$ cat src/sv/bra_pkg.sv
// Shared constants and types of the bitmap run allocator.
package bra_pkg;

  localparam int WORD_BITS     = 32;
  localparam int OFF_W         = 5;
  localparam int BIT_W         = 12;
  localparam int COUNT_W       = 11;
  localparam int START_W       = 10;
  localparam int CFG_W         = 6;
  localparam int LEN_W         = 6;
  localparam int MAP_WORDS_DEF = 32;
  localparam int WIU_RESET     = 32;

  localparam logic [WORD_BITS-1:0] FULL_WORD = 32'hFFFF_FFFF;

  localparam logic KIND_ALLOC = 1'b0;
  localparam logic KIND_FREE  = 1'b1;

  typedef enum logic [1:0] {
    ST_OK      = 2'd0,
    ST_NO_ROOM = 2'd1,
    ST_ZERO    = 2'd2
  } status_t;

  typedef struct packed {
    logic             used;
    logic [LEN_W-1:0] len;
  } span_t;

endpackage

$ cat src/sv/bitmap_run_allocator.sv
// Top level of the first-fit bitmap run allocator.
//
//   channel   dir  fields (low bit up)                          handshake
//   s_*       in   tdata: bit_count[10:0], start_bit[20:11]     tvalid/tready
//                  tuser: kind[0]
//   m_*       out  tdata: granted_bit[9:0]                      tvalid/tready
//                  tuser: status[1:0]
//   cfg_*     in   cfg_wdata: words_in_use[5:0]                 cfg_we
//
// After reset the bitmap is cleared one word a cycle, with s_tready low until it is done.
// Allocate: each scanned word is read and walked stretch by stretch of free or used bits, then
// each word of the granted run is read and written back. Free: each word touched likewise.
// Zero counts, frees past the map, and allocations with no open word or too long answer from idle.
// One bitmap read port and one stretch finder set the pace; one item is in work at a time.
// The result is held in an output register until taken; a new beat is taken with it.
module bitmap_run_allocator #(
  parameter int MAP_WORDS = bra_pkg::MAP_WORDS_DEF
) (
  input  logic                     clk,
  input  logic                     rst,
  input  logic                     s_tvalid,
  output logic                     s_tready,
  input  logic [23:0]              s_tdata,   // bit_count[10:0], start_bit[20:11]
  input  logic [0:0]               s_tuser,   // kind[0]
  output logic                     m_tvalid,
  input  logic                     m_tready,
  output logic [15:0]              m_tdata,   // granted_bit[9:0]
  output logic [1:0]               m_tuser,   // status[1:0]
  input  logic                     cfg_we,
  input  logic [bra_pkg::CFG_W-1:0] cfg_wdata
);
  import bra_pkg::*;

  localparam int WORD_AW = (MAP_WORDS > 1) ? $clog2(MAP_WORDS) : 1;
  localparam int HINT_W  = $clog2(MAP_WORDS + 1);
  localparam int ACT_MAX = (MAP_WORDS < 63) ? MAP_WORDS : 63;

  typedef enum logic [5:0] {
    S_CLEAR = 6'b000001,
    S_IDLE  = 6'b000010,
    S_READ  = 6'b000100,
    S_SCAN  = 6'b001000,
    S_MRD   = 6'b010000,
    S_MWR   = 6'b100000
  } state_t;

  state_t               state;
  logic [WORD_AW-1:0]   clr_addr;
  logic [CFG_W-1:0]     words_in_use;
  logic [HINT_W-1:0]    hint;
  logic                 lead;
  logic                 set_mode;
  logic [BIT_W-1:0]     pos;
  logic [BIT_W-1:0]     run_end;
  logic [BIT_W-1:0]     run_start;
  logic [COUNT_W-1:0]   count_q;
  logic [COUNT_W-1:0]   run;
  logic [WORD_BITS-1:0] rd_data;
  status_t              out_status;
  logic [START_W-1:0]   out_granted;

  logic [WORD_BITS-1:0] bitmap [MAP_WORDS];

  logic                 s_kind;
  logic [COUNT_W-1:0]   s_count;
  logic [START_W-1:0]   s_start;
  logic [CFG_W-1:0]     active;
  logic [BIT_W-1:0]     total;
  logic [BIT_W-1:0]     req_end;
  logic [BIT_W-1:0]     free_end;
  logic [BIT_W-1:0]     alloc_base;
  logic [WORD_AW-1:0]   pos_word;
  span_t                span;
  logic [BIT_W-1:0]     pos_step;
  logic [BIT_W-1:0]     run_sum;
  logic [BIT_W-1:0]     rs;
  logic [BIT_W-1:0]     word_base;
  logic [BIT_W-1:0]     next_base;
  logic [WORD_BITS-1:0] mask;
  logic                 rd_en;
  logic                 wr_en;
  logic [WORD_AW-1:0]   wr_addr;
  logic [WORD_BITS-1:0] wr_data;

  assign s_kind  = s_tuser[0];
  assign s_count = s_tdata[10:0];
  assign s_start = s_tdata[20:11];

  assign active     = (words_in_use > CFG_W'(ACT_MAX)) ? CFG_W'(ACT_MAX) : words_in_use;
  assign total      = BIT_W'({active, {OFF_W{1'b0}}});
  assign req_end    = BIT_W'(s_count) + BIT_W'(s_start);
  assign free_end   = (req_end > total) ? total : req_end;
  assign alloc_base = BIT_W'({hint, {OFF_W{1'b0}}});
  assign pos_word   = WORD_AW'(pos[BIT_W-1:OFF_W]);

  bra_span u_span (
    .word (rd_data),
    .off  (pos[OFF_W-1:0]),
    .span (span)
  );

  assign pos_step  = pos + BIT_W'(span.len);
  assign run_sum   = BIT_W'(run) + BIT_W'(span.len);
  assign rs        = (run == '0) ? pos : run_start;
  assign word_base = {pos[BIT_W-1:OFF_W], {OFF_W{1'b0}}};
  assign next_base = word_base + BIT_W'(WORD_BITS);

  always_comb begin
    mask = FULL_WORD << pos[OFF_W-1:0];
    if (run_end < next_base) begin
      mask = mask & ~(FULL_WORD << run_end[OFF_W-1:0]);
    end
  end

  assign rd_en   = (state == S_READ) || (state == S_MRD);
  assign wr_en   = (state == S_CLEAR) || (state == S_MWR);
  assign wr_addr = (state == S_CLEAR) ? clr_addr : pos_word;
  assign wr_data = (state == S_CLEAR) ? '0 :
                   set_mode ? (rd_data | mask) : (rd_data & ~mask);

  always_ff @(posedge clk) begin
    if (wr_en) begin
      bitmap[wr_addr] <= wr_data;
    end
    if (rd_en) begin
      rd_data <= bitmap[pos_word];
    end
  end

  assign s_tready = (state == S_IDLE) && (!m_tvalid || m_tready);

  always_ff @(posedge clk) begin
    if (rst) begin
      state        <= S_CLEAR;
      clr_addr     <= '0;
      hint         <= '0;
      lead         <= 1'b0;
      words_in_use <= CFG_W'(WIU_RESET);
      m_tvalid     <= 1'b0;
    end else begin
      if (cfg_we) begin
        words_in_use <= cfg_wdata;
      end
      if (m_tready) begin
        m_tvalid <= 1'b0;
      end
      unique case (state)
        S_CLEAR: begin
          clr_addr <= clr_addr + 1'b1;
          if (clr_addr == WORD_AW'(MAP_WORDS - 1)) begin
            state <= S_IDLE;
          end
        end
        S_IDLE: begin
          if (s_tvalid && s_tready) begin
            count_q  <= s_count;
            set_mode <= (s_kind == KIND_ALLOC);
            run      <= '0;
            if (s_count == '0) begin
              out_status  <= ST_ZERO;
              out_granted <= '0;
              m_tvalid    <= 1'b1;
            end else if (s_kind == KIND_ALLOC) begin
              if ((BIT_W'(s_count) > total) || (32'(hint) >= 32'(active))) begin
                out_status  <= ST_NO_ROOM;
                out_granted <= '0;
                m_tvalid    <= 1'b1;
              end else begin
                pos   <= alloc_base;
                lead  <= 1'b1;
                state <= S_READ;
              end
            end else begin
              if (BIT_W'(s_start) >= total) begin
                out_status  <= ST_OK;
                out_granted <= '0;
                m_tvalid    <= 1'b1;
              end else begin
                pos     <= BIT_W'(s_start);
                run_end <= free_end;
                state   <= S_MRD;
                if (HINT_W'(s_start[START_W-1:OFF_W]) < hint) begin
                  hint <= HINT_W'(s_start[START_W-1:OFF_W]);
                end
              end
            end
          end
        end
        S_READ: begin
          state <= S_SCAN;
        end
        S_SCAN: begin
          if (lead) begin
            if ((pos[OFF_W-1:0] == '0) && span.used && (span.len == LEN_W'(WORD_BITS))) begin
              hint <= hint + 1'b1;
            end else begin
              lead <= 1'b0;
            end
          end
          if (!span.used && (run_sum >= BIT_W'(count_q))) begin
            pos       <= rs;
            run_start <= rs;
            run_end   <= rs + BIT_W'(count_q);
            lead      <= 1'b0;
            state     <= S_MRD;
          end else begin
            pos <= pos_step;
            if (span.used) begin
              run <= '0;
            end else begin
              run       <= COUNT_W'(run_sum);
              run_start <= rs;
            end
            if (pos_step >= total) begin
              out_status  <= ST_NO_ROOM;
              out_granted <= '0;
              m_tvalid    <= 1'b1;
              lead        <= 1'b0;
              state       <= S_IDLE;
            end else if (pos_step[OFF_W-1:0] == '0) begin
              state <= S_READ;
            end
          end
        end
        S_MRD: begin
          state <= S_MWR;
        end
        S_MWR: begin
          if (next_base >= run_end) begin
            out_status  <= ST_OK;
            out_granted <= set_mode ? START_W'(run_start) : '0;
            m_tvalid    <= 1'b1;
            state       <= S_IDLE;
          end else begin
            pos   <= next_base;
            state <= S_MRD;
          end
        end
        default: begin
          state <= S_IDLE;
        end
      endcase
    end
  end

  assign m_tdata = {{(16 - START_W){1'b0}}, out_granted};
  assign m_tuser = out_status;

  a_scan_in_range: assert property (@(posedge clk) disable iff (rst)
    (state == S_SCAN) |-> (pos < total))
    else $error("scan position beyond managed bits");

  a_hint_bound: assert property (@(posedge clk) disable iff (rst)
    32'(hint) <= MAP_WORDS)
    else $error("open word hint beyond map");

  a_fail_no_grant: assert property (@(posedge clk) disable iff (rst)
    (m_tvalid && (m_tuser != ST_OK)) |-> (m_tdata == '0))
    else $error("granted index on failed request");

  a_clear_blocks: assert property (@(posedge clk) disable iff (rst)
    (state == S_CLEAR) |-> !s_tready)
    else $error("beat taken during bitmap clear");

endmodule

$ cat src/sv/bra_span.sv
// Stretch finder: kind and length of the stretch of equal bits at an offset of a word.
module bra_span (
  input  logic [bra_pkg::WORD_BITS-1:0] word,
  input  logic [bra_pkg::OFF_W-1:0]     off,
  output bra_pkg::span_t                span
);
  import bra_pkg::*;

  logic [WORD_BITS-1:0] shifted;
  logic [WORD_BITS-1:0] live;
  logic [WORD_BITS-1:0] stop;

  always_comb begin
    shifted   = word >> off;
    live      = FULL_WORD >> off;
    span.used = shifted[0];
    stop      = shifted[0] ? ~shifted : (shifted | ~live);
    span.len  = LEN_W'(WORD_BITS);
    for (int i = WORD_BITS - 1; i >= 0; i--) begin
      if (stop[i]) begin
        span.len = LEN_W'(i);
      end
    end
  end

endmodule

$ cat config.mk
export PLATFORM = sky130hd
export DESIGN_NAME = bitmap_run_allocator
export DESIGN_NICKNAME = d
export VERILOG_FILES = /design/src/sv/bra_pkg.sv /design/src/sv/bitmap_run_allocator.sv /design/src/sv/bra_span.sv
export SDC_FILE = /design/constraint.sdc
export NUM_CORES = 1
export LEC_CHECK = 0
export BUFFER_PORTS_ARGS = -buffer_cell sky130_fd_sc_hd__buf_4
export CORE_UTILIZATION = 45
export CTS_CLUSTER_SIZE = 25
export DETAILED_ROUTE_END_ITERATION = 16
export HOLD_SLACK_MARGIN = 0.03
export MAX_ROUTING_LAYER = met4
export PLACE_DENSITY = 0.6
export SYNTH_ARGS = -nofsm -noshare
export SYNTH_HDL_FRONTEND = slang
export SYNTH_SLANG_ARGS = --single-unit
$ cat constraint.sdc
create_clock -name clk -period 17.3 [get_ports clk]
set_input_delay 2.595 -clock clk [delete_from_list [all_inputs] [get_ports clk]]
set_output_delay 2.595 -clock clk [all_outputs]
set_load 0.01 [all_outputs]
# After elaboration in Yosys (flattened, before gate mapping)
# Memories as Yosys holds them, arrays and structs flattened. A register that Yosys moved wholly into a read port is not among the register bits.
# Cells that the tools add are included.
[word_totals]
out_inout_bits = 20
memories = 1
mem_bits_rw = 1024
regBits = 96
word_cells = 220
[classes]
bitwise = 10
eq_ne = 29
n_shift = 4
mux = 119
reduce_logical = 26
order_cmp = 10
add_sub_neg = 7
[mem_list]
columns = ["name", "depth", "width", "read_ports", "rd_clocked_by_memory_dff", "wr", "line", "source"]
rows = [
  ["bitmap", 32, 32, 1, 1, 1, "bitmap_run_allocator.sv:62", "logic [WORD_BITS-1:0] bitmap [MAP_WORDS];"],
]
[op_table]
columns = ["cell", "n"]
rows = [
  ["6-bit two-way mux", 49],
  ["12-bit two-way mux", 16],
  ["32-bit two-way mux", 4],
  ["32-bit inverter", 4],
  ["10-bit two-way mux", 9],
  ["32-bit bitwise AND", 2],
  ["32-bit OR", 2],
  ["32-bit by 5-bit << shifter with 32-bit output (first input constant)", 2],
  ["12-bit one-hot mux with 3 select lines", 1],
  ["6-bit one-hot mux with 6 select lines", 1],
  ["11-bit two-way mux", 3],
  ["32-bit by 5-bit >> shifter with 32-bit output", 1],
  ["32-bit by 5-bit >> shifter with 32-bit output (first input constant)", 1],
  ["10-bit one-hot mux with 3 select lines", 1],
  ["12-bit by 11-bit >= comparator with 1-bit output", 2],
  ["2-bit inequality test (second input constant)", 12],
  ["12-bit one-hot mux with 2 select lines", 1],
  ["11-bit logical NOT", 2],
  ["11-bit one-hot mux with 2 select lines", 1],
  ["1-bit two-way mux", 19],
  ["2-bit two-way mux", 8],
  ["8-bit AND reduction", 2],
  ["7-bit AND reduction", 2],
  ["11-bit by 10-bit adder with 12-bit output", 1],
  ["41 further kinds", 59],
]

# Depth between registers and ports, before layout
# Gate-level depths: netlist of run 1.
[logic_depth]
word_depth = 43
mapped_depth = 35

# Cells and area by module
# From an unflattened synthesis of run 1, not the netlist that was laid out.
[hier_totals]
cells_unflattened = 2926
hier_area_um2 = 51558.2
[modules_own_cells]
columns = ["module", "cells_per_inst", "n_inst", "area_each_um2", "seq_area_each_um2"]
rows = [
  ["bitmap_run_allocator", 2491, 1, 48233.8, 34342.9],
  ["bra_span", 435, 1, 3324.4, 0.0],
]

# Worst setup path after synthesis of run 1
# OpenSTA, ideal clock, no wires.
[synth_path]
kind = "register to register"
from = "register pos[1]"
to = "register run[0], enable pin"
stages_incl_launch_ff = 31
t_arrival_ns = 6.387
path_slack_ns = 10.531
period_less_slack_ns = 6.769
t_required_ns = 16.918
path_cell_list = "edfxtp_1 buf_6 mux2_4 mux4_2 a32o_1 clkbuf_1 clkbuf_1 or3_1 a32o_1 o21ai_0 a31oi_1 o211ai_1 a221oi_1 o211ai_1 ha_1 inv_1 fa_1 nor2b_1 o21ai_0 nand2b_1 a21o_1 a21o_1 and2_1 xor2_1 ha_1 nor2b_1 a311oi_1 o31a_1 or2_2 nand2_1 a21oi_1"
[synth_via]
elab_chain_len = 41
word_cells_on_any_way = 44
[synth_rtl]
columns = ["item", "line", "source"]
rows = [
  ["start, declared", "bitmap_run_allocator.sv:53", "logic [BIT_W-1:0] pos;"],
  ["start signal, assigned", "bitmap_run_allocator.sv:169", "pos <= alloc_base;"],
  ["start signal, assigned", "bitmap_run_allocator.sv:179", "pos <= BIT_W'(s_start);"],
  ["start signal, assigned", "bitmap_run_allocator.sv:201", "pos <= rs;"],
  ["32-bit by 5-bit >> shifter with 32-bit output", "bra_span.sv:15", "live = FULL_WORD >> off;"],
  ["32-bit inverter", "bra_span.sv:17", "stop = shifted[0] ? ~shifted : (shifted | ~live);"],
  ["32-bit OR", "bra_span.sv:17", ""],
  ["32-bit two-way mux *", "bra_span.sv:17", ""],
  ["6-bit two-way mux (31 in a row)", "bra_span.sv:20", "if (stop[i]) begin"],
  ["6-bit two-way mux *", "bra_span.sv:20", ""],
  ["11-bit by 6-bit adder with 12-bit output *", "bitmap_run_allocator.sv:103", "assign run_sum = BIT_W'(run) + BIT_W'(span.len);"],
  ["named net run_sum[10]", "bitmap_run_allocator.sv:75", "logic [BIT_W-1:0] run_sum;"],
  ["12-bit by 11-bit >= comparator with 1-bit output *", "bitmap_run_allocator.sv:200", "if (!span.used && (run_sum >= BIT_W'(count_q))) begin"],
  ["1-bit logical AND *", "bitmap_run_allocator.sv:200", ""],
  ["2-bit inequality test (no line) *", "-", ""],
  ["4-bit AND reduction (no line) *", "-", ""],
  ["end signal, assigned", "bitmap_run_allocator.sv:211", "run <= COUNT_W'(run_sum);"],
  ["end, declared", "bitmap_run_allocator.sv:57", "logic [COUNT_W-1:0] run;"],
]
# The timed path passes the listed nets; every way through them passes the cells marked *.
# A chain may end at the register's enable or synchronous reset.

# Final worst setup path of run 1
[layout_path]
from = "register pos[1]"
to = "register out_granted[7], enable pin"
[layout_via]
elab_chain_len = 41
word_cells_on_any_way = 47
[layout_rtl]
columns = ["item", "line", "source"]
rows = [
  ["32-bit by 5-bit >> shifter with 32-bit output", "bra_span.sv:15", ""],
  ["32-bit inverter", "bra_span.sv:17", ""],
  ["32-bit OR", "bra_span.sv:17", ""],
  ["32-bit two-way mux", "bra_span.sv:17", ""],
  ["6-bit two-way mux (32 in a row)", "bra_span.sv:20", ""],
  ["11-bit by 6-bit adder with 12-bit output", "bitmap_run_allocator.sv:103", ""],
  ["12-bit by 11-bit >= comparator with 1-bit output", "bitmap_run_allocator.sv:200", ""],
  ["1-bit logical AND", "bitmap_run_allocator.sv:200", ""],
  ["2-bit inequality test (no line)", "-", ""],
  ["8-bit AND reduction (no line) *", "-", ""],
  ["end signal, assigned", "bitmap_run_allocator.sv:231", "out_granted <= set_mode ? START_W'(run_start) : '0;"],
  ["end, declared", "bitmap_run_allocator.sv:60", "logic [START_W-1:0] out_granted;"],
]
# Every way passes the cells marked *; elsewhere a longest branch is shown, timed or not.

==> metrics.md, run 1 <==
| Metric | Value |
|---|---|
| Detailed-placement wirelength estimate | `82.0 mm` |
| Worst-skew pair later-pin latency | `0.73 ns` |
| Die H | `341 um` |
| Worst EP required | `17.65 ns` |
| Endpoint, Worst Hold | `words_in_use[0]` |
| GR Util All Layers | `0.259` |
| Post-synthesis cell type count | `85` |
| Pint | `4.94 mW` |
| Share of cells above drive strength 1 | `0.256` |
| Post-synthesis register bit count | `1152` |
| FF-to-FF path depth | `26` |
| Vias per cell | `6.34` |
| Final wirelength | `145 mm` |
| Antenna-violating nets left | `0` |
| Post-synthesis cell area | `51600 um^2` |
| Share of the synthesized area in the top cell type | `0.656` |
| Post-CTS Setup Bufs | `0` |
| Grt ovf | `0` |
| Worst Max-Slew Pin Slew | `1.35 ns` |
| Relative max-transition margin | `0.0965` |
| Clock Pin Slew Worst Setup and Hold Paths | `0.06 ns` |
| RSZ-0062 raised after global routing | `false` |
| Pleak | `19.1 nW` |
| Cts hold-fix bufs | `0` |
| Post-synth EDFFs | `1127` |
| Area grow syn2layout | `12.2%` |
| Ports | `56` |
| Maximum fanout along the worst path | `43` |
| Setup slack after placement | `8.08 ns` |
| Mapped Cells | `2928` |
| RD Place Congestion | `0.949` |
| CP Launch Point | `pos[1]` |
| Number of CTS-inserted buffers | `118` |
| Ant diodes | `0` |
| First-pass GRT wire length | `209 mm` |
| Fmax | `106 MHz` |
| Crit share post-route | `0.546` |
| Combinational power share | `0.096` |
| Slowest Stage Delay on Critical Path | `0.65 ns` |
| Setup_tns | `0 ns` |
| R2R Path End | `out_granted[7]` |
| Clock share of power | `0.385` |
| CP max-delay cell | `a2111oi_0` |
| Largest net degree at the start of global routing | `148` |
| Vias in the first global route | `29100` |
| Sequential area share after synthesis | `0.665` |
| Worst setup EP type | `flip-flop` |
| Clock skew | `0.0440 ns` |
| Setup CP Type | `flip-flop to flip-flop` |
| CTS Buffer Depth | `3` |
| CTS sink count | `1152` |
| Total net switching power | `1.56 mW` |
| Post-CTS resize count | `0` |
| Antenna violations before repair | `0` |
| DIE WIDTH | `341 um` |
| Sw Share | `0.240` |
| Wire length per cell | `31.5 um` |
| Pwr Density | `112 nW/um^2` |
| Peak supply drop | `0.0816 mV` |
| IO buf count | `46` |
| Most frequent cells after synthesis | `1127 x edfxtp_1, 360 x mux4_2, 156 x nor2_1` |
| Top_reg_cell synth | `edfxtp_1` |
| Routed via count | `29200` |
| Initial Util | `0.456` |
| Fin. max-slew vios | `0` |
| Post-synth top area cell | `edfxtp_1` |
| Avg Inst Size Synth | `17.6 um^2` |
| Endpoints failing setup | `0` |
| Initial DRC count | `3226` |
| Ranking of synthesized cells by area | `edfxtp_1 66%, mux4_2 16%, ha_1 2.1%, mux2i_1 1.5%, mux2_2 1.1%` |
| Setup WS post-layout | `7.86 ns` |
| Cell with the most instances after synthesis | `edfxtp_1` |
| Core area | `113000 um^2` |
| Status | `completed` |
| Sequential Power Share | `0.519` |
| Synth warnings | `0` |
| DRT Pass-1 Iters | `5` |
| Crit path arrival time | `9.79 ns` |
| Minimum clock period | `9.44 ns` |
| Hold depth | `2` |
| Worst reg2reg setup slack | `7.86 ns` |
| # rows | `123` |
| Die footprint | `116000 um^2` |
| CTS tree | `done` |
| Root Buffer | `clkbuf_16` |
| Type of the most critical hold path | `flip-flop to flip-flop` |
| Worst r2r src | `pos[1]` |
| FFs w/ async S/R, synth | `0` |
| Final net count | `3139` |
| Worst setup SP type | `flip-flop` |
| Final hold violations | `0` |
| H-tree Lvls | `3` |
| Hold Startpoint | `words_in_use[0]` |
| Post-route DRC | `0` |
| Total of max-cap violations | `0` |
kinds of logic after synthesis:
group / count (synthesis) / synth area share
flip-flops: 1152 / 0.665
AND/OR/NAND/NOR: 527 / 0.0507
multiplexers: 494 / 0.185
AO/OA/AOI/OAI: 377 / 0.0492
buffers and inverters: 237 / 0.0189
adder cells (fa/ha/maj): 92 / 0.0229
XOR/XNOR: 48 / 0.00815
other: 1 / 0.0000727
worst max-delay path: cells and delay by family, from the launching register on:
family | cells | cell delay, ns
buf+inv | 2 | 0.99
fa+ha+maj | 2 | 0.53
flops | 1 | 0.33
simple gates | 4 | 1.31
mux | 2 | 0.93
xor+xnor | 2 | 0.60
compound gates | 14 | 4.36
placed cells by master, fill, tap and decap left out, drive strengths merged, types with 12 or more instances in the layout:
cell    instances
edfxtp       1127
dfxtp          25
and2           14
o21ai          82
a21o           30
nand3          36
nor2b          28
buf           126
clkinv         57
nand2b         16
mux2i          75
nor3           31
xnor2          32
o21a           15
inv            68
o211ai         12
mux4          360
or3            12
a211oi         14
a22oi          13
a21oi          80
ha             88
or2            16
nor2          156
nand2         121
and3           29
nor4           15
clkbuf        144
mux2           59
xor2           16
a31oi          15
power groups by stage:
stage	combinational, mW	sequential, mW	clock [mW]
floorplan	0.334	3.42	0
global placement	0.603	3.42	0
detailed placement	0.626	3.43	0
CTS	0.627	3.37	2.54
global route	0.661	3.39	2.64
finish	0.624	3.37	2.50
routing by layer:
| metal | GRT usage | vias to the layer above | wire length [um] |
|---|---|---|---|
| met5 | - | - | 0 |
| met4 | 0.0808 | 0 | 4380 |
| met3 | 0.0291 | 212 | 9120 |
| met2 | 0.401 | 1215 | 69700 |
| met1 | 0.362 | 15600 | 61900 |
| li1 | - | 12200 | - |
through the flow:
| step | hold WS [ns] | total power [mW] | area, um^2 | utilization | std cells |
|---|---|---|---|---|---|
| CTS | 0.521 | 6.54 | 57900 | 0.512 | 4606 |
| finish | 0.513 | 6.50 | 57900 | 0.512 | 4606 |
| floorplan | 0.452 | 3.76 | 51600 | - | 2933 |
| detailed placement | 0.497 | 4.06 | 54100 | 0.478 | 4391 |
| global placement | 0.479 | 4.02 | 54100 | 0.478 | 4391 |
| global route | 0.547 | 6.69 | 57900 | 0.512 | 4606 |
how the worst max path moves through the flow:
| stage | to | slack (ns) | cells past startpoint |
|---|---|---|---|
| final | out_granted[7] | 7.86 | 26 |
| after global routing | out_granted[7] | 7.42 | 26 |
| after CTS | out_granted[3] | 8.05 | 26 |
| after detailed placement | out_granted[4] | 8.08 | 26 |
| after global placement | out_granted[0] | 8.26 | 27 |
| after floorplan | run[0] | 10.53 | 30 |
layout make-up:
| class | count | area, um^2 |
|---|---|---|
| multi-input cells | 1544 | 16600 |
| clock inverters | 71 | 687 |
| repair buffers | 126 | 983 |
| clock buffers | 144 | 3090 |
| flip-flops and latches | 1152 | 34300 |
| fillers | 9100 | 55200 |
| well taps | 1500 | 1880 |
| inverters | 69 | 259 |
registers in the layout, indices dropped and copies added, names as in the netlist:
signal / count
set_mode: 1
hint: 6
rd_data: 32
pos: 12
run_end: 12
m_tvalid: 1
run: 11
lead: 1
m_tuser: 2
state: 6
out_granted: 10
words_in_use: 6
bitmap: 1024
run_start: 12
count_q: 11
clr_addr: 5
(Power assumes the default switching activity.)
==> inputs of run 2 (changes only) <==
==> constraint.sdc (replaced) <==
create_clock -name clk -period 9.7 [get_ports clk]
set_input_delay 1.455 -clock clk [delete_from_list [all_inputs] [get_ports clk]]
set_output_delay 1.455 -clock clk [all_outputs]
set_load 0.01 [all_outputs]
==> run 2 against run 1 <==
  * The flow now finishes with violations (capacitance limit, slew limit)
  * Sequential share of layout area fell by 0.097 points
  * Critical path depth up 1
  * Fmax is 8.5% higher
  * Critical path type unchanged
  * Critical endpoint is now state[1]
  * Largest power group unchanged
==> metrics.md, run 2 (synthesized netlist as in run 1, its figures left out) <==
| Metric | Value |
|---|---|
| Setup slack after placement | `1.29 ns (was 8.08 ns)` |
| Post-route DRC | `0 (unchanged)` |
| Initial Util | `0.456 (unchanged)` |
| Sequential Power Share | `0.519 (about the same)` |
| Worst-skew pair later-pin latency | `0.72 ns (was 0.73 ns)` |
| Final net count | `3151 (was 3139)` |
| Top flop regs | `bitmap (1024), rd_data (32) (unchanged)` |
| Buf/Inv on CP | `1 (was 2)` |
| Wire length per cell | `32.0 um (was 31.5 um)` |
| Crit share post-route | `0.897 (was 0.546)` |
| Ant diodes | `0 (unchanged)` |
| Final instance count without filler cells | `4614 (was 4606)` |
| Clock skew | `0.0518 ns (was 0.0440 ns)` |
| Footprint of the multi-input gates | `16600 um^2 (about the same)` |
| Antenna-violating nets left | `0 (unchanged)` |
| Worst setup SP type | `flip-flop (unchanged)` |
| Worst EP required | `10.24 ns (was 17.65 ns)` |
| RSZ-0062 raised after global routing | `false (unchanged)` |
| Placed insts | `4404 (was 4391)` |
| Worst Max-Slew Pin Slew | `1.52 ns (was 1.35 ns)` |
| Vias in the first global route | `29500 (was 29100)` |
| Fin. max-slew vios | `3 (was 0)` |
| Minimum clock period | `8.70 ns (was 9.44 ns)` |
| Worst setup EP type | `flip-flop (unchanged)` |
| Area grow syn2layout | `12.3% (was 12.2%)` |
| Setup CP Type | `flip-flop to flip-flop (unchanged)` |
| Fmax | `115 MHz (was 106 MHz)` |
| Fillers | `9141 (was 9100)` |
| Total of max-cap violations | `1 (was 0)` |
| Power Total | `11.6 mW (was 6.50 mW)` |
| Number of CTS-inserted buffers | `117 (was 118)` |
| Combinational power share | `0.095 (was 0.096)` |
| # rows | `123 (unchanged)` |
| GR Util All Layers | `0.264 (was 0.259)` |
| Most frequent cells in the layout | `1127 x edfxtp_1, 360 x mux4_2, 137 x buf_4 (was 1127 x edfxtp_1, 360 x mux4_2, 123 x buf_4)` |
| Initial DRC count | `3134 (was 3226)` |
| Total net switching power | `2.76 mW (was 1.56 mW)` |
| Grt ovf | `0 (unchanged)` |
| Reg area | `34300 um^2 (unchanged)` |
| CP most frequent cell | `a21oi_1` |
| DRT Pass-1 Iters | `8 (was 5)` |
| Status | `finished with violations (was completed)` |
| Die H | `341 um (unchanged)` |
| Post-DP Area | `54200 um^2 (was 54100 um^2)` |
| Share of cells above drive strength 1 | `0.260 (was 0.256)` |
| Type of the most critical hold path | `flip-flop to flip-flop (unchanged)` |
| DIE WIDTH | `341 um (unchanged)` |
| Endpoints failing setup | `0 (unchanged)` |
| Register with the most flip-flops | `bitmap (unchanged)` |
| Maximum fanout along the worst path | `49 (was 43)` |
| Vias per cell | `6.31 (was 6.34)` |
| Post-CTS Setup Bufs | `0 (unchanged)` |
| RD Place Congestion | `0.955 (was 0.949)` |
| FF-to-FF path depth | `27 (was 26)` |
| Setup_tns | `0 ns (unchanged)` |
| Core area | `113000 um^2 (unchanged)` |
| IO buf count | `46 (unchanged)` |
| Final core utilization | `0.513 (was 0.512)` |
| H-tree Lvls | `3 (unchanged)` |
| Detailed-placement wirelength estimate | `85.1 mm (was 82.0 mm)` |
| Clock Pin Slew Worst Setup and Hold Paths | `0.06 ns (about the same)` |
| First-pass GRT wire length | `212 mm (was 209 mm)` |
| Setup WS post-layout | `0.999 ns (was 7.86 ns)` |
| CTS Buffer Depth | `3 (unchanged)` |
| Root Buffer | `clkbuf_16 (unchanged)` |
| Worst path depth | `27 (was 26)` |
| Min Hold Slack | `0.500 ns (was 0.513 ns)` |
| Crit path arrival time | `9.24 ns (was 9.79 ns)` |
| Relative max-transition margin | `-0.0238 (was 0.0965)` |
| Largest net degree at the start of global routing | `105 (was 148)` |
| Antenna violations before repair | `0 (unchanged)` |
| Post-CTS resize count | `0 (unchanged)` |
| Commonest non-fill, non-tap cell in the layout | `edfxtp_1 (unchanged)` |
| Pwr Density | `200 nW/um^2 (was 112 nW/um^2)` |
| Delay-heaviest family, CP | `compound AO/OA/AOI/OAI gates (unchanged)` |
| Pint | `8.84 mW (was 4.94 mW)` |
| Design Area, Final | `58000 um^2 (was 57900 um^2)` |
| Slowest Stage Delay on Critical Path | `0.92 ns (was 0.65 ns)` |
| Ports | `56 (unchanged)` |
| CP max-delay cell | `edfxtp_1 (was a2111oi_0)` |
| Hold depth | `2 (unchanged)` |
| Routed via count | `29100 (was 29200)` |
| Final hold violations | `0 (unchanged)` |
| Max reg flops | `1024 (unchanged)` |
| Pleak | `19.2 nW (was 19.1 nW)` |
| CTS tree | `done (unchanged)` |
| Sw Share | `0.238 (was 0.240)` |
| CTS sink count | `1152 (unchanged)` |
| Clock share of power | `0.386 (was 0.385)` |
| Cts hold-fix bufs | `0 (unchanged)` |
| Die footprint | `116000 um^2 (unchanged)` |
| Peak supply drop | `0.168 mV (was 0.0816 mV)` |
| Final wirelength | `147 mm (was 145 mm)` |
| Failing checks | `capacitance limit, slew limit` |
[run 2: changes by cell type in the layout (fill, tap and decap cells not counted), sizes merged]
cell / previous run / this run
bufinv: 11 / 13
clkinvlp: 4 / 6
inv: 68 / 67
clkbuf: 144 / 142
clkinv: 57 / 51
buf: 126 / 139
[run 2: layout make-up]
class | count | share of cell area
clock inverter | 68 | 0.0127
inverter | 69 | 0.00447
sequential | 1152 | 0.592
timing repair buffer | 139 | 0.0184
tap | 1500 | 0.0324
clock buffer | 142 | 0.0528
multi-input combinational | 1544 | 0.287
[run 2: path summary, 6_finish.rpt]
| check | from | end | slack, ns |
|---|---|---|---|
| setup / recovery | pos[1] | state[1] | 1.0 |
| hold / removal | words_in_use[2] | words_in_use[2] | 0.50 |
| setup reg to reg | pos[1] | state[1] | 1.0 |
| hold reg to reg | words_in_use[2] | words_in_use[2] | 0.50 |
[run 2: power groups by stage]
stage               Clock (mW)  Sequential (mW)  Combinational [mW]
global route              4.72             6.04                1.17
floorplan                    0             6.10               0.596
detailed placement           0             6.12                1.11
CTS                       4.55             6.02                1.11
global placement             0             6.10                1.07
finish                    4.48             6.02                1.11
[run 2: routing by layer]
layer	track usage	wire [um]	up-vias
met4	0.0872	4980	0
li1	-	-	12200
met1	0.362	62400	15500
met5	-	0	-
met2	0.412	71300	1149
met3	0.0321	8760	267
[run 2: worst min-delay path, cell delays in order (launching register included)]
cell and delay (ns):
dfxtp_1 0.32, mux2i_1 0.07, nor2_1 0.08
